[src/rtl/core/pssa_pkg.sv]
package pssa_pkg;

    // Item codes
    localparam logic MODE_LOAD = 1'b0;
    localparam logic MODE_TICK = 1'b1;

    localparam logic [15:0] TIME_MAX = 16'hFFFF;

    // One input beat
    typedef struct packed {
        logic        mode;
        logic [2:0]  slot;
        logic [15:0] arrival_time;
        logic [11:0] burst_time;
        logic [7:0]  start_priority;
    } in_item_t;

    // One result beat
    typedef struct packed {
        logic [15:0] now_time;
        logic        idle_tick;
        logic [2:0]  run_slot;
        logic        preempted;
        logic [2:0]  preempted_slot;
        logic        first_run;
        logic [15:0] response_time;
        logic        completed;
        logic [15:0] turnaround_time;
        logic [15:0] waiting_time;
    } out_item_t;

    // Per-slot task record held in the task RAM
    typedef struct packed {
        logic [15:0] arrival;
        logic [11:0] burst;
        logic [11:0] remaining;
        logic [7:0]  prio;
        logic        started;
        logic        done;
    } task_rec_t;

endpackage

[src/rtl/core/pssa_ram.sv]
module pssa_ram #(
    parameter int WIDTH = 50,
    parameter int DEPTH = 8
) (
    input  logic                                   clk,
    input  logic                                   we,
    input  logic [(DEPTH > 1 ? $clog2(DEPTH) : 1)-1:0] waddr,
    input  logic [WIDTH-1:0]                       wdata,
    input  logic                                   re,
    input  logic [(DEPTH > 1 ? $clog2(DEPTH) : 1)-1:0] raddr,
    output logic [WIDTH-1:0]                       rdata
);

    logic [WIDTH-1:0] mem [DEPTH];

    // Single write port, registered read port
    always_ff @(posedge clk)
    begin
        if (we)
        begin
            mem[waddr] <= wdata;
        end
        if (re)
        begin
            rdata <= mem[raddr];
        end
    end

endmodule

[src/rtl/core/preemptive_priority_scheduler_aging_unit.sv]
// Tick-driven preemptive priority scheduler with aging. A load beat (mode 0)
// writes one task slot and gives no result; busy stays low. A tick beat
// (mode 1) holds busy through the scan and serve states and then strobes
// result_valid for one cycle; a new tick is taken only once busy is low. The
// scan is one pass over the task RAM, one slot record read per cycle through
// its single read port, selecting the next task and ageing each eligible
// record as it goes; the serve state then serves the selected task. The
// result is presented for exactly one cycle and cannot be held off by the
// receiver.
module preemptive_priority_scheduler_aging_unit #(
    parameter int SLOTS = 8
) (
    input  logic               clk,
    input  logic               rst_n,
    input  logic               start,
    output logic               busy,
    input  pssa_pkg::in_item_t item,
    output logic               result_valid,
    output pssa_pkg::out_item_t result
);
    import pssa_pkg::*;

    localparam int IDX_W = (SLOTS > 1) ? $clog2(SLOTS) : 1;
    localparam int CNT_W = $clog2(SLOTS + 1);
    localparam int REC_W = $bits(task_rec_t);

    typedef enum logic [1:0] {
        S_IDLE,
        S_SCAN,
        S_SERVE
    } state_t;

    state_t             state_reg, state_next;
    logic [15:0]        time_reg, time_next;
    logic               run_valid_reg, run_valid_next;
    logic [IDX_W-1:0]   run_slot_reg, run_slot_next;
    logic [SLOTS-1:0]   slot_valid_reg, slot_valid_next;
    logic [CNT_W-1:0]   issue_cnt_reg, issue_cnt_next;
    logic               rd_vld_reg, rd_vld_next;
    logic [IDX_W-1:0]   rd_idx_reg, rd_idx_next;
    logic               found_reg, found_next;
    logic [IDX_W-1:0]   sel_reg, sel_next;
    task_rec_t          best_reg, best_next;
    logic [7:0]         run_prio_reg, run_prio_next;
    logic               result_valid_reg, result_valid_next;
    out_item_t          result_reg, result_next;

    // RAM ports
    logic               wr_en;
    logic [IDX_W-1:0]   wr_addr;
    task_rec_t          wr_data;
    logic               rd_en;
    logic [IDX_W-1:0]   rd_addr;
    logic [REC_W-1:0]   rd_raw;
    task_rec_t          rd_rec;

    // Datapath helpers
    logic [15:0]        t0;
    logic [15:0]        t1;
    logic               elig0;
    logic               elig1;
    logic               load_ok;
    logic [IDX_W-1:0]   load_idx;
    logic [11:0]        rem_dec;
    logic               finishes;
    logic [15:0]        ta;
    logic [15:0]        burst_ext;
    logic               load_we;
    logic               age_we;

    assign rd_rec = task_rec_t'(rd_raw);
    assign busy   = (state_reg != S_IDLE);
    assign result_valid = result_valid_reg;
    assign result = result_reg;

    // Time at tick start and after it, saturating
    assign t0 = time_reg;
    assign t1 = (time_reg == TIME_MAX) ? TIME_MAX : time_reg + 16'd1;

    // Eligibility of the record on the read port, before and after the tick
    assign elig0 = slot_valid_reg[rd_idx_reg] && !rd_rec.done && (rd_rec.arrival <= t0);
    assign elig1 = slot_valid_reg[rd_idx_reg] && !rd_rec.done && (rd_rec.arrival <= t1);

    assign load_ok  = (7'(item.slot) < 7'(SLOTS));
    assign load_idx = IDX_W'(item.slot);

    // Service of the selected task
    assign rem_dec   = (best_reg.remaining != 12'd0) ? best_reg.remaining - 12'd1
                                                     : best_reg.remaining;
    assign finishes  = (rem_dec == 12'd0);
    assign ta        = t1 - best_reg.arrival;
    assign burst_ext = 16'(best_reg.burst);

    pssa_ram #(
        .WIDTH (REC_W),
        .DEPTH (SLOTS)
    ) u_task_ram (
        .clk   (clk),
        .we    (wr_en),
        .waddr (wr_addr),
        .wdata (REC_W'(wr_data)),
        .re    (rd_en),
        .raddr (rd_addr),
        .rdata (rd_raw)
    );

    // Next-state and RAM access logic
    always_comb
    begin
        state_next        = state_reg;
        time_next         = time_reg;
        run_valid_next    = run_valid_reg;
        run_slot_next     = run_slot_reg;
        slot_valid_next   = slot_valid_reg;
        issue_cnt_next    = issue_cnt_reg;
        rd_vld_next       = 1'b0;
        rd_idx_next       = rd_idx_reg;
        found_next        = found_reg;
        sel_next          = sel_reg;
        best_next         = best_reg;
        run_prio_next     = run_prio_reg;
        result_valid_next = 1'b0;
        result_next       = result_reg;
        wr_en             = 1'b0;
        wr_addr           = rd_idx_reg;
        wr_data           = rd_rec;
        rd_en             = 1'b0;
        rd_addr           = issue_cnt_reg[IDX_W-1:0];
        load_we           = 1'b0;
        age_we            = 1'b0;

        unique case (state_reg)
            S_IDLE:
            begin
                if (start)
                begin
                    if (item.mode == MODE_LOAD)
                    begin
                        // Write the slot record in place
                        if (load_ok)
                        begin
                            load_we                   = 1'b1;
                            wr_en                     = 1'b1;
                            wr_addr                   = load_idx;
                            wr_data.arrival           = item.arrival_time;
                            wr_data.burst             = item.burst_time;
                            wr_data.remaining         = item.burst_time;
                            wr_data.prio              = item.start_priority;
                            wr_data.started           = 1'b0;
                            wr_data.done              = (item.burst_time == 12'd0);
                            slot_valid_next[load_idx] = 1'b1;
                            if (run_valid_reg && run_slot_reg == load_idx)
                            begin
                                run_valid_next = 1'b0;
                            end
                        end
                    end
                    else
                    begin
                        state_next     = S_SCAN;
                        issue_cnt_next = '0;
                        found_next     = 1'b0;
                        sel_next       = '0;
                    end
                end
            end

            S_SCAN:
            begin
                // Issue one slot read per cycle
                if (issue_cnt_reg != CNT_W'(SLOTS))
                begin
                    rd_en          = 1'b1;
                    issue_cnt_next = issue_cnt_reg + CNT_W'(1);
                    rd_vld_next    = 1'b1;
                    rd_idx_next    = issue_cnt_reg[IDX_W-1:0];
                end
                // Select, capture the running task's priority, age
                if (rd_vld_reg)
                begin
                    if (elig0 && (!found_reg || rd_rec.prio < best_reg.prio))
                    begin
                        found_next = 1'b1;
                        sel_next   = rd_idx_reg;
                        best_next  = rd_rec;
                    end
                    if (rd_idx_reg == run_slot_reg)
                    begin
                        run_prio_next = rd_rec.prio;
                    end
                    if (elig1 && rd_rec.prio != 8'd0)
                    begin
                        age_we       = 1'b1;
                        wr_en        = 1'b1;
                        wr_addr      = rd_idx_reg;
                        wr_data      = rd_rec;
                        wr_data.prio = rd_rec.prio - 8'd1;
                    end
                    if (issue_cnt_reg == CNT_W'(SLOTS))
                    begin
                        state_next = S_SERVE;
                    end
                end
            end

            S_SERVE:
            begin
                state_next        = S_IDLE;
                time_next         = t1;
                result_valid_next = 1'b1;
                result_next       = '0;
                result_next.now_time = t1;
                if (found_reg)
                begin
                    result_next.run_slot = 3'(sel_reg);
                    if (!best_reg.started)
                    begin
                        result_next.first_run     = 1'b1;
                        result_next.response_time = t0 - best_reg.arrival;
                    end
                    if (run_valid_reg && run_slot_reg != sel_reg &&
                        best_reg.prio < run_prio_reg)
                    begin
                        result_next.preempted      = 1'b1;
                        result_next.preempted_slot = 3'(run_slot_reg);
                    end
                    if (finishes)
                    begin
                        result_next.completed       = 1'b1;
                        result_next.turnaround_time = ta;
                        result_next.waiting_time    = (ta >= burst_ext) ? ta - burst_ext
                                                                        : 16'd0;
                    end
                    run_valid_next = !finishes;
                    run_slot_next  = sel_reg;

                    // Write back the served record; an unfinished task also ages
                    wr_en             = 1'b1;
                    wr_addr           = sel_reg;
                    wr_data           = best_reg;
                    wr_data.remaining = rem_dec;
                    wr_data.started   = 1'b1;
                    wr_data.done      = finishes;
                    if (!finishes && best_reg.prio != 8'd0)
                    begin
                        wr_data.prio = best_reg.prio - 8'd1;
                    end
                end
                else
                begin
                    result_next.idle_tick = 1'b1;
                end
            end

            default:
            begin
                state_next = S_IDLE;
            end
        endcase
    end

    // State and registered outputs
    always_ff @(posedge clk or negedge rst_n)
    begin
        if (!rst_n)
        begin
            state_reg        <= S_IDLE;
            time_reg         <= '0;
            run_valid_reg    <= 1'b0;
            run_slot_reg     <= '0;
            slot_valid_reg   <= '0;
            issue_cnt_reg    <= '0;
            rd_vld_reg       <= 1'b0;
            rd_idx_reg       <= '0;
            found_reg        <= 1'b0;
            sel_reg          <= '0;
            best_reg         <= '0;
            run_prio_reg     <= '0;
            result_valid_reg <= 1'b0;
            result_reg       <= '0;
        end
        else
        begin
            state_reg        <= state_next;
            time_reg         <= time_next;
            run_valid_reg    <= run_valid_next;
            run_slot_reg     <= run_slot_next;
            slot_valid_reg   <= slot_valid_next;
            issue_cnt_reg    <= issue_cnt_next;
            rd_vld_reg       <= rd_vld_next;
            rd_idx_reg       <= rd_idx_next;
            found_reg        <= found_next;
            sel_reg          <= sel_next;
            best_reg         <= best_next;
            run_prio_reg     <= run_prio_next;
            result_valid_reg <= result_valid_next;
            result_reg       <= result_next;
        end
    end

    // A result beat only follows the serve cycle
    a_result_after_serve: assert property (@(posedge clk) disable iff (!rst_n)
        result_valid |-> $past(state_reg == S_SERVE))
        else $error("result beat without a serve cycle");

    // The block is free again when a result is shown
    a_result_not_busy: assert property (@(posedge clk) disable iff (!rst_n)
        result_valid |-> !busy)
        else $error("result shown while busy");

    // Load writes and ageing writes never collide on the RAM port
    a_no_write_clash: assert property (@(posedge clk) disable iff (!rst_n)
        !(load_we && age_we))
        else $error("load and ageing write in the same cycle");

    // An idle tick reports no service
    a_idle_clean: assert property (@(posedge clk) disable iff (!rst_n)
        (result_valid && result.idle_tick) |->
            (!result.completed && !result.first_run && !result.preempted))
        else $error("idle tick carries service flags");

    // The running task always sits in a loaded slot
    a_running_loaded: assert property (@(posedge clk) disable iff (!rst_n)
        run_valid_reg |-> slot_valid_reg[run_slot_reg])
        else $error("running task in an empty slot");

endmodule
[config.mk]
export PLATFORM = sky130hd
export DESIGN_NAME = preemptive_priority_scheduler_aging_unit
export DESIGN_NICKNAME = d
export VERILOG_FILES = /design/src/rtl/core/pssa_pkg.sv /design/src/rtl/core/pssa_ram.sv /design/src/rtl/core/preemptive_priority_scheduler_aging_unit.sv
export SDC_FILE = /design/constraint.sdc
export NUM_CORES = 1
export LEC_CHECK = 0
export BUFFER_PORTS_ARGS = -buffer_cell sky130_fd_sc_hd__buf_4
export CORE_ASPECT_RATIO = 2
export CORE_MARGIN = 5
export CORE_UTILIZATION = 45
export DETAILED_ROUTE_END_ITERATION = 10
export PLACE_DENSITY = 0.71
export SYNTH_ARGS = -nofsm -noshare
export SYNTH_HDL_FRONTEND = slang
export SYNTH_SLANG_ARGS = --single-unit
[constraint.sdc]
create_clock -name clk -period 11.9 [get_ports clk]
set_input_delay 0 -clock clk [delete_from_list [all_inputs] [get_ports clk]]
set_output_delay 0 -clock clk [all_outputs]
set_load 0.02 [all_outputs]
======== Word level (Yosys, flattened, before mapping) ========
Memories as Yosys holds them, arrays and structs flattened. A register that Yosys moved wholly into a read port is not among the register bits.
Index checks and enable logic that the tools add are counted.
Widths: inputs -> output; s select.
operators by class
  muxes and demuxes ....................... 58
  eq/ne operators ......................... 17
  add/sub/neg operators ................... 8
  $lt $le $gt $ge ......................... 8
  reduce and logical (&&, ||, !) cells .... 32
  bitwise logic cells ..................... 2
operator list
  cell                   count
  $mux 50                3
  $pmux 50 s3            1
  $mux 57                1
  $mux 33                1
  $le 16x16->1           2
  $mux 16                2
  $sub 16x16->16         2
  $logic_not 12->1       2
  $mux 1                 21
  $mux 3                 7
  $mux 10                2
  $ne 2x2->1 const B     9
  $mux 17                1
  $add 16x1->16 const B  1
  $eq 16x16->1 const B   1
  $ge 16x12->1           1
  $lt 8x8->1             2
  $mux 4                 4
  $reduce_bool 8->1      2
  $sub 16x12->16         1
  $sub 8x1->8 const B    2
  $mux 12                1
  $pmux 3 s2             2
  $reduce_bool 12->1     1
  other kinds (29)       53
storage, ports and cells
  register bits after elaboration ......... 158
  memory bits (writable) .................. 400
  word-level logic and storage cells ...... 152
  input port bits ......................... 43
  memories kept ........................... 1
memories
  name            depth  bits a word  rd ports  clocked after memory_dff  wr ports  RTL line        text
  u_task_ram.mem  8      50           1         1                         1         pssa_ram.sv:14  logic [WIDTH-1:0] mem [DEPTH];

======== Logic depth before layout (Yosys ltp) ========
Gate-level depths: netlist of run 1.
  depth in word-level cells ............... 10
  depth in mapped cells ................... 27

======== Hierarchy ========
Synthesis of run 1 repeated with hierarchy kept, for this count alone.
unflattened totals
  cell total of the unflattened synthesis .. 1,921
  area total of the unflattened synthesis .. 28,357.2 µm²
by module, submodules not included
  module                                    area an instance (µm²)  cells an instance  instances  sequential area each (µm²)
  pssa_ram                                  16,951.3                641                1          13,513.0
  preemptive_priority_scheduler_aging_unit  11,405.9                1,280              1          3,953.8

======== Worst setup path before layout of run 1 ========
Ideal clock, no wire load.
  path type ............................... register to register
  from .................................... reg, netlist name result[59]
  to ...................................... mem u_task_ram.mem[2][0], enable pin
  clock period less this slack ............ 9.797 ns
  slack ................................... 2.103 ns
  stages on the path, launching flop included .. 18
  arrival ................................. 9.198 ns
  cells stage by stage .................... dfrtp_1 ha_1 nand2_1 nor2_1 inv_1 nor4_1 clkbuf_1 nor2_1 ha_1 nor2b_1 o21a_1 o21ai_0 a21oi_1 o31ai_1 and4_1 clkbuf_1 o21ai_1 nor4b_1
RTL lines
  element           RTL line
  end: declaration  pssa_ram.sv:14

==> results.yml, run 1 <==
status:
  status: "completed"
worst_hold_path:
  min-delay-start: "item[4]"
  worstHoldPathCells: 2
  hold-path-endpoint: "u_task_ram.mem[2][6]"
  hold_class: "input port to flop"
clocking:
  post_cts_resize_count: 0
  htreeDepth: 2
  insertion_delay_ns: 0.60
  clk_path_buf_depth: 3
  cts_root_buf: "clkbuf_16"
  clk_pin_slew_worst_paths_ns: 0.07
  cts_made_buffers: 53
  clock_sinks: 608
  cts_tree: "done"
floorplanning:
  die_x_um: 185.4
  num_rows: 128
  start_util: 0.4537
  die-area_mm2: 0.06688
  die_h_um: 360.8
  core_region_area_mm2: 0.06102
  io_pins: 119
grt:
  grt_util_all_layers: 0.2038
  grt_pass1_wl_um: 104700
  grt_pass1_vias: 18080
  antenna_found_initial: 1
  grt_overflow: 0
  grt_max_degree: 92
setup_path:
  cpLargestDelayFamily: "simple AND/OR/NAND/NOR gates"
  start_kind: "flop"
  cp.buffers_inverters: 3
  r2r-end: "u_task_ram.mem[5][40]"
  critPathKind: "flop to flop"
  worst-path-max-fanout: 50
  slowest_stage: "buf_4"
  critPathCaptureType: "flop"
  worstRegToRegCells: 18
  ff2ff_setup_slack_ns: 5.91
  cp_cell_sequence: "ha_1 -> nand2_1 -> nor2_1 -> inv_1 -> nor4_2 -> buf_4 -> nor2_1 -> ha_1 -> nor2b_1 -> o21a_1 -> o21ai_0 -> a21oi_1 -> o31ai_1 -> and4_1 -> o21ai_1 -> nand2b_1 -> nor3b_2 -> buf_4"
  cpPeakStageDelay_ns: 0.72
  worstPathRequired_ns: 12.12
  arrival_ns: 6.22
  r2r_start: "result[59]"
pwr:
  pwr-share-seq: 0.390
  intPower_mw: 5.728
  net-switching-power_mw: 3.312
  ir_drop_v: 0.0001970
  pwr-share-comb: 0.418
  p_leak_nw: 12.12
  powerDensity_mw_per_mm2: 285.6
  p_sw_frac: 0.3664
  p_clk_frac: 0.192
logic_synthesis:
  synth.most_common_cell: "edfxtp_1"
  synth_warnings: 0
  synth_simple_gate_area_frac: 0.06585
  synth-async-reset-ratio: 0.2599
  ys_seq_area_frac: 0.6309
  yosys.area_share.adder: 0.04556
  synth_top_family_by_area: "multiplexers"
  synth-seq-cells: 608
  synth_edf_count: 450
  synth_ff_type: "edfxtp_1"
  synth-compound-area-share: 0.08411
  synth_xor_area_frac: 0.02088
  synth.cell_area_mm2: 0.02768
  synthTopCellsByArea: "edfxtp_1 49%, dfrtp_1 14%, mux4_2 8.3%, ha_1 4.3%, mux2_2 4.0%"
  muxShareOfSynthArea: 0.1272
  synth_top_area_cell: "edfxtp_1"
  syn_area_per_cell_um2: 14.80
  syn-instance-count: 1871
  ys_top_cells_by_count: "450 x edfxtp_1, 158 x dfrtp_1, 146 x nand2_1, 102 x inv_1, 102 x mux4_2"
  syn_nets: 2013
  ys_types: 69
  yosys.area.top_type_share: 0.4881
cells_and_area:
  final_cells: 2852
  layout-drive-gt1-share: 0.2236
  nFillCells: 4964
  nNetsFinal: 2169
  syn2layout_area_growth_pct: 14.32
  largest_reg_flops: 400
routing:
  highest_layer: "met4"
  vias: 16920
  first_iter_violations: 1098
  drt_wl_total_um: 68500
  wl_met1_um: 24250
  postRouteAntennaNets: 0
  dr.pass1.iters: 7
  met2_length_um: 36880
  drc: 0
  wl_per_cell_um: 24.02
  dr_wl_met3_um: 4042
  vias_per_cell: 5.931
sta:
  fmax_ghz: 0.1668
  finClkSkew_ns: 0.01479
  fin_setup_tns_ns: 0
  min_period_ns: 5.994
  slew_violations: 0
  max-slew-margin-rel: 0.2160
  worst_pin_slew_ns: 1.172
  hold_ws_ns: 0.04594
  rsz0062_at_grt: "false"
  finalSetupViolCount: 0
  hold_viol: 0
  finalCritPeriodShare: 0.5037
run:
  drv_cap: 0
place:
  placedCellCount: 2714
  place.gp.congestion: 0.8943
  dp_hpwl_um: 44320
  portBuffers: 118
==> repair_timing <==
| action | 4_1_cts | 5_1_grt |
|---|---|---|
| endpoints found under the hold margin | 418 | 0 |
| hold buffers | 38 | 0 |
| buffers inserted | 0 | 0 |
==> worst max-delay path by stage <==
stage                from                    end  slack, ns  cells past startpoint
2_1_floorplan  result[59]   u_task_ram.mem[2][0]       2.10                     17
3_3_place_gp   result[59]  u_task_ram.mem[1][48]       6.09                     18
3_5_place_dp   result[59]  u_task_ram.mem[5][48]       5.94                     18
4_1_cts        result[59]  u_task_ram.mem[1][48]       5.93                     18
5_1_grt        result[59]  u_task_ram.mem[1][42]       5.51                     18
6_report       result[59]  u_task_ram.mem[5][40]       5.91                     18
==> worst reg2reg max path: cells and delay by family (launching register included) <==
kind            cells  cell delay [ns]
fa+ha+maj           2             0.58
buf+inv             3             1.08
compound gates      5             1.41
flops               1             0.51
simple gates        8             2.01
==> layout make-up <==
class	count	area [µm²]	area share
tap	780	975.9	0.03084
sequential	608	17480	0.5522
multi-input combinational	1081	9609	0.3036
timing repair buffer	181	1468	0.04637
clock buffer	70	1421	0.04491
antenna	1	2.502	0.00007907
inverter	102	382.9	0.01210
clock inverter	29	312.8	0.009884
==> metrics by stage <==
stage                     power (mW)  area (µm²)  setup WS [ns]  utilization
after global placement         7.197       29520          6.093       0.4838
after floorplan                6.219       27680          2.103            -
after detailed placement       7.336       29520          5.938       0.4838
final                          9.040       31650          5.906       0.5187
after CTS                      9.104       31650          5.929       0.5186
after global routing           9.576       31650          5.508       0.5187
==> power by group through the flow <==
stage,Sequential (mW),Clock (mW),Combinational (mW)
after floorplan,3.46,0,2.76
after global placement,3.54,0,3.66
after detailed placement,3.57,0,3.77
after CTS,3.53,1.77,3.81
after global routing,3.58,1.85,4.14
final,3.53,1.73,3.78
==> kinds of logic after synthesis <==
logic type / Yosys count
compound gates: 332
xor+xnor: 66
fa+ha+maj: 99
buf+inv: 182
flops: 608
mux: 212
simple gates: 372
==> routing by layer <==
metal  GRT usage  up-vias
li1            -     7518
met1      0.2295     8579
met2      0.3766      639
met3     0.02802      179
met4     0.09205        0
met5           0        -
==> layout by cell type, fill, tap and decap left out, types with 20 or more instances in the layout <==
cell           netlist  final
nand3_1             24     24
mux2_2              99     99
buf_4                1    142
a21oi_1             46     46
nand4_1             20     20
ha_1                96     96
dlygate4sd3_1        0     37
nand2_1            146    146
inv_1              102    102
o21ai_0             72     72
nor2_1              74     69
edfxtp_1           450    450
clkbuf_16            0     54
dfrtp_1            158    155
a21o_1              38     38
a22o_1              42     42
xnor2_1             47     47
a22oi_1             39     39
mux4_2             102    102
(Power assumes the default switching activity.)
==> run 2, diff against run 1 <==
--- a/config.mk
+++ b/config.mk
@@ -10,7 +10,7 @@
 export CORE_MARGIN = 5
 export CORE_UTILIZATION = 45
 export DETAILED_ROUTE_END_ITERATION = 10
-export PLACE_DENSITY = 0.71
+export PLACE_DENSITY = 0.74
 export SYNTH_ARGS = -nofsm -noshare
 export SYNTH_HDL_FRONTEND = slang
 export SYNTH_SLANG_ARGS = --single-unit
==> constraint.sdc (replaced) <==
create_clock -name clk -period 5 [get_ports clk]
set_input_delay 0 -clock clk [delete_from_list [all_inputs] [get_ports clk]]
set_output_delay 0 -clock clk [all_outputs]
set_load 0.02 [all_outputs]
==> results.yml, run 2 (synthesized netlist as in run 1, its figures left out) <==
cells_and_area:
  seqCellArea_mm2: 0.01749
  nNetsFinal: 2200
  layout-drive-gt1-share: 0.2526
  syn2layout_area_growth_pct: 16.42
  final_util: 0.5282
  final_cells: 2879
  multi_input_area_mm2: 0.009827
  layout_common_cells: "450 x edfxtp_1, 166 x buf_4, 147 x dfrtp_1, 146 x nand2_1, 102 x mux4_2"
  final_common_cell: "edfxtp_1"
  largest_reg_flops: 400
  nFillCells: 4800
pwr:
  p_total_mw: 22.23
  p_leak_nw: 12.37
  powerDensity_mw_per_mm2: 689.8
  ir_drop_v: 0.0004463
routing:
  postRouteAntennaNets: 0
  first_iter_violations: 1281
  wl_per_cell_um: 24.92
  dr.pass1.iters: 5
  drt_wl_total_um: 71740
  vias: 17170
  vias_per_cell: 5.965
  drc: 0
clocking:
  htreeDepth: 2
  clk_pin_slew_worst_paths_ns: 0.07
  clock_sinks: 608
  insertion_delay_ns: 0.60
  cts_root_buf: "clkbuf_16"
  clk_path_buf_depth: 3
  cts_tree: "done"
  cts_made_buffers: 51
floorplanning:
  core_region_area_mm2: 0.06102
  die_x_um: 185.4
  io_pins: 119
  die_h_um: 360.8
  die-area_mm2: 0.06688
  num_rows: 128
  start_util: 0.4537
setup_path:
  critPathKind: "flop to flop"
  worst-path-max-fanout: 13
  ff2ff_setup_slack_ns: 0.19
  critPathCaptureType: "flop"
  worstPathRequired_ns: 5.48
  arrival_ns: 5.28
  start_kind: "flop"
sta:
  max-slew-margin-rel: 0.2683
  fin_setup_tns_ns: 0
  min_period_ns: 4.807
  slew_violations: 0
  setup_slack_ns: 0.1933
  finalSetupViolCount: 0
  fmax_ghz: 0.2080
  hold_viol: 0
  finalCritPeriodShare: 0.9613
  finClkSkew_ns: 0.02813
  worst_pin_slew_ns: 1.094
place:
  dp_hpwl_um: 47560
  portBuffers: 118
  preCtsSetupSlack_ns: -0.06583
  place.gp.congestion: 0.9101
  placedCellCount: 2739
run:
  drv_cap: 0
worst_hold_path:
  hold_class: "input port to flop"
grt:
  grt_pass1_wl_um: 108100
  grt_util_all_layers: 0.2118
  grt_pass1_vias: 18000
  grt_overflow: 0
  grt_max_degree: 84
  antenna_found_initial: 1
status:
  status: "completed"
-- run 2: changes by cell type in the layout (fill, tap and decap cells not counted), sizes merged --
cell	delta
dlygate4sd3	-2
clkinv	+1
buf	+34
clkbuf	-10
bufinv	+3
o21a	+1
-- run 2: path summary, 6_finish.rpt --
check,from,end,cells after the start
worst min register to register,slot_valid_reg[3],slot_valid_reg[3],1
worst max register to register,result[63],result[9],24
min in group asynchronous,rst_n,result[72],2
worst max-delay path,result[63],result[9],24
max in group asynchronous,rst_n,best_reg[17],3
worst min-delay path,item[18],u_task_ram.mem[4][32],3
-- run 2: stage by stage --
stage,hold slack [ns],instance area (µm²)
floorplan,-0.2956,27910
global placement,0.1137,30000
detailed placement,0.1242,30000
CTS,0.01489,32100
global route,0.03788,32230
finish,0.02614,32230
-- run 2: metal layers --
layer	global-route usage	routed length [µm]	up-vias
li1	-	-	7581
met1	0.2435	25500	8813
met2	0.3860	38630	613
met3	0.02913	4034	165
met4	0.09594	3580	0
met5	0	0	-
-- run 2: timing repair --
item	4_1_cts	5_1_grt
hold buffers	35	0
gates resized for setup	1	13
gates cloned	0	1
setup endpoints to repair	15	39
setup buffers	2	8
pin swaps	3	8
hold endpoints to repair	319	0
-- run 2: area by class of cell --
cell class                 instances  share of cell area
clock buffer                      60             0.04127
timing repair buffer             213             0.05672
inverter                         102             0.01188
clock inverter                    33             0.01238
multi-input combinational       1082              0.3049
tap                              780             0.03028
antenna                            1          0.00007764
sequential                       608              0.5425
-- run 2: critical path, stage by stage, from the launching register on --
cell and delay, ns:
dfrtp_2 0.41, and3_4 0.23, nand3_4 0.09, nor2_4 0.14, inv_2 0.07, nor4_4 0.22
buf_4 0.20, buf_12 0.15, a21oi_1 0.07, inv_1 0.10, ha_1 0.28, nor2b_2 0.18
o2111ai_1 0.26, a32oi_1 0.19, a31oi_1 0.30, xnor2_1 0.11, buf_4 0.15, ha_1 0.33
a21o_1 0.18, a21oi_1 0.13, o21ai_1 0.12, nor2_2 0.17, nand3_2 0.14, o21a_4 0.29
a22o_1 0.20
-- run 2: power by group --
group          leakage (nW)  switching, mW  internal (mW)
logic                  5.33           5.42           4.27
registers              6.19          0.944           7.44
clock network         0.845           1.82           2.33
total                  12.4           8.19           14.0
==> run 3, diff against run 2 <==
--- a/config.mk
+++ b/config.mk
@@ -5,6 +5,7 @@
 export SDC_FILE = /design/constraint.sdc
 export NUM_CORES = 1
 export LEC_CHECK = 0
+export ABC_AREA = 1
 export BUFFER_PORTS_ARGS = -buffer_cell sky130_fd_sc_hd__buf_4
 export CORE_ASPECT_RATIO = 2
 export CORE_MARGIN = 5
==> results.yml, run 3 <==
status:
  status: "completed"
grt:
  grt_pass1_wl_um: 120400
  grt_overflow: 0
  grt_util_all_layers: 0.2230
  grt_max_degree: 203
  antenna_found_initial: 2
  grt_pass1_vias: 21210
pwr:
  pwr-share-comb: 0.449
  intPower_mw: 12.50
  p_leak_nw: 13.05
  net-switching-power_mw: 9.464
  ir_drop_v: 0.0003609
  p_clk_frac: 0.185
  powerDensity_mw_per_mm2: 676.1
  pwr-share-seq: 0.366
  p_sw_frac: 0.4309
place:
  placedCellCount: 3666
  dp_hpwl_um: 54140
  portBuffers: 118
  place.gp.congestion: 0.9853
clocking:
  clk_path_buf_depth: 3
  clock_sinks: 608
  clk_pin_slew_worst_paths_ns: 0.07
  cts_tree: "done"
  cts_made_buffers: 50
  insertion_delay_ns: 0.62
  cts_root_buf: "clkbuf_16"
  htreeDepth: 2
logic_synthesis:
  synth_ff_type: "edfxtp_1"
  synth-seq-cells: 608
  synth.cell_area_mm2: 0.02860
  ys_types: 57
  synth_top_area_cell: "edfxtp_1"
  synth_edf_count: 450
  synth_warnings: 0
  ys_seq_area_frac: 0.6108
  syn_nets: 2976
  syn-instance-count: 2834
  syn_area_per_cell_um2: 10.09
  ys_top_cells_by_count: "492 x nand2_1, 460 x nor2_1, 450 x edfxtp_1, 298 x o21ai_0, 199 x inv_1"
  synth.most_common_cell: "nand2_1"
  synth-async-reset-ratio: 0.2599
  synthTopCellsByArea: "edfxtp_1 47%, dfrtp_1 14%, nand2_1 6.5%, nor2_1 6.0%, o21ai_0 5.2%"
  yosys.area.top_type_share: 0.4725
floorplanning:
  core_region_area_mm2: 0.06295
  die_h_um: 366.5
  start_util: 0.4543
  io_pins: 119
  die_x_um: 188.3
  num_rows: 130
  die-area_mm2: 0.06899
setup_path:
  cp_cell_sequence: "nand2_1 -> inv_1 -> nand3_1 -> nor3_4 -> inv_1 -> nor2_1 -> inv_1 -> nor2_1 -> inv_1 -> o21ai_0 -> o21bai_1 -> inv_1 -> ha_1 -> nand2_1 -> nor3_1 -> nand3_1 -> nand2_1 -> nand2_1 -> o21ai_1 -> nand2_1 -> nor2_4 -> buf_4"
  worst-path-max-fanout: 21
  start_kind: "flop"
  arrival_ns: 4.95
  cp.buffers_inverters: 6
  critPathCaptureType: "flop"
  worstPathRequired_ns: 5.26
  cpLargestDelayFamily: "simple AND/OR/NAND/NOR gates"
  cpPeakStageDelay_ns: 0.42
  slowest_stage: "dfrtp_1"
  critPathKind: "flop to flop"
cells_and_area:
  largest_reg_flops: 400
  syn2layout_area_growth_pct: 13.61
  final_common_cell: "nand2_1"
  final_cells: 3781
  layout_common_cells: "491 x nand2_1, 451 x nor2_1, 450 x edfxtp_1, 297 x o21ai_0, 195 x inv_1"
  layout-drive-gt1-share: 0.1044
  nNetsFinal: 3088
sta:
  max-slew-margin-rel: 0.2173
  hold_viol: 0
  hold_ws_ns: 0.02278
  min_period_ns: 4.693
  worst_pin_slew_ns: 1.171
  finalSetupViolCount: 0
  fmax_ghz: 0.2131
  rsz0062_at_grt: "false"
  finalCritPeriodShare: 0.9386
  finClkSkew_ns: 0.03225
  slew_violations: 0
routing:
  dr_wl_met3_um: 4708
  highest_layer: "met5"
  dr.pass1.iters: 7
  drt_wl_total_um: 78860
  postRouteAntennaNets: 0
  wl_per_cell_um: 20.86
  vias_per_cell: 5.666
  vias: 21420
  drc: 0
  first_iter_violations: 1728
  wl_met1_um: 27100
  met2_length_um: 42080
worst_hold_path:
  hold_class: "input port to flop"
run:
  drv_cap: 0
[run 3: changes by cell type after synthesis, sizes merged, moves of 34 or more]
cell / before / now
xnor2: 47 / 10
mux4: 102 / 0
a31oi: 10 / 54
nand2: 146 / 501
o211ai: 6 / 41
nand3: 24 / 140
mux2: 99 / 0
inv: 102 / 202
o21ai: 75 / 319
nor2: 74 / 469
a21o: 38 / 3
clkbuf: 61 / 98
o22ai: 0 / 53
a22oi: 39 / 5
[run 3: final cells by class]
class                   count  area (µm²)
flip-flops and latches    608       17470
well taps                 792       991.0
inverters                 204       769.5
multi-input cells        1899        9976
fillers                  5421       30460
clock inverters            16       190.2
repair buffers            183        1555
diodes                      1       2.502
clock buffers              78        1530
[run 3: worst paths after layout]
check / cells past startpoint / startpoint / to / slack, ns
min: 3 / item[3] / u_task_ram.mem[3][5] / 0.02
max reg2reg: 22 / result[62] / u_task_ram.mem[7][40] / 0.31
max: 22 / result[62] / u_task_ram.mem[7][40] / 0.31
max in group asynchronous: 4 / rst_n / result[56] / 3.71
min reg2reg: 2 / slot_valid_reg[7] / slot_valid_reg[7] / 0.46
min in group asynchronous: 4 / rst_n / result[70] / 0.52
[run 3: what timing repair did]
item | in CTS | in global routing
hold buffers | 19 | 0
buffers inserted | 0 | 1
resized for setup | 0 | 6
endpoints found under the setup margin | 0 | 349
endpoints found under the hold margin | 132 | 0
[run 3: logic make-up (layout without fill, tap and decap cells)]
family | count (synthesis) | in the layout | synth area share
buf+inv | 327 | 481 | 0.04454
compound gates | 592 | 592 | 0.1191
xor+xnor | 42 | 42 | 0.01286
fa+ha+maj | 99 | 99 | 0.04410
simple gates | 1166 | 1166 | 0.1686
other cells | 0 | 1 | 0
flops | 608 | 608 | 0.6108
[run 3: tightest hold or removal path, cell delays in order]
cell,delay (ns)
buf_4,0.09
a22oi_1,0.07
nand4_1,0.29
[run 3: routing by layer]
layer / global-route usage / vias up
met2: 0.4194 / 802
li1: - / 10060
met4: 0.1238 / 2
met1: 0.2352 / 10330
met3: 0.03257 / 234
met5: 0 / -
[run 3: power groups by stage]
stage | Combinational, mW | Clock, mW | Sequential (mW)
global placement | 9.61 | 0 | 8.09
global route | 11.0 | 4.31 | 8.11
floorplan | 6.78 | 0 | 7.88
detailed placement | 9.74 | 0 | 8.11
finish | 9.86 | 4.06 | 8.04
CTS | 9.81 | 4.13 | 8.02
[run 3: per-stage QoR]
stage          setup TNS, ns    util  power [mW]  setup slack [ns]  instance area, µm²
4_1_cts                    0  0.5156       21.96            0.1362               32460
3_5_place_dp               0  0.4850       17.86            0.1893               30530
2_1_floorplan        -183.76       -       14.66           -0.5584               28600
6_report                   0  0.5161       21.97            0.3072               32490
3_3_place_gp               0  0.4850       17.71            0.3391               30530
5_1_grt                    0  0.5161       23.41           0.05073               32480
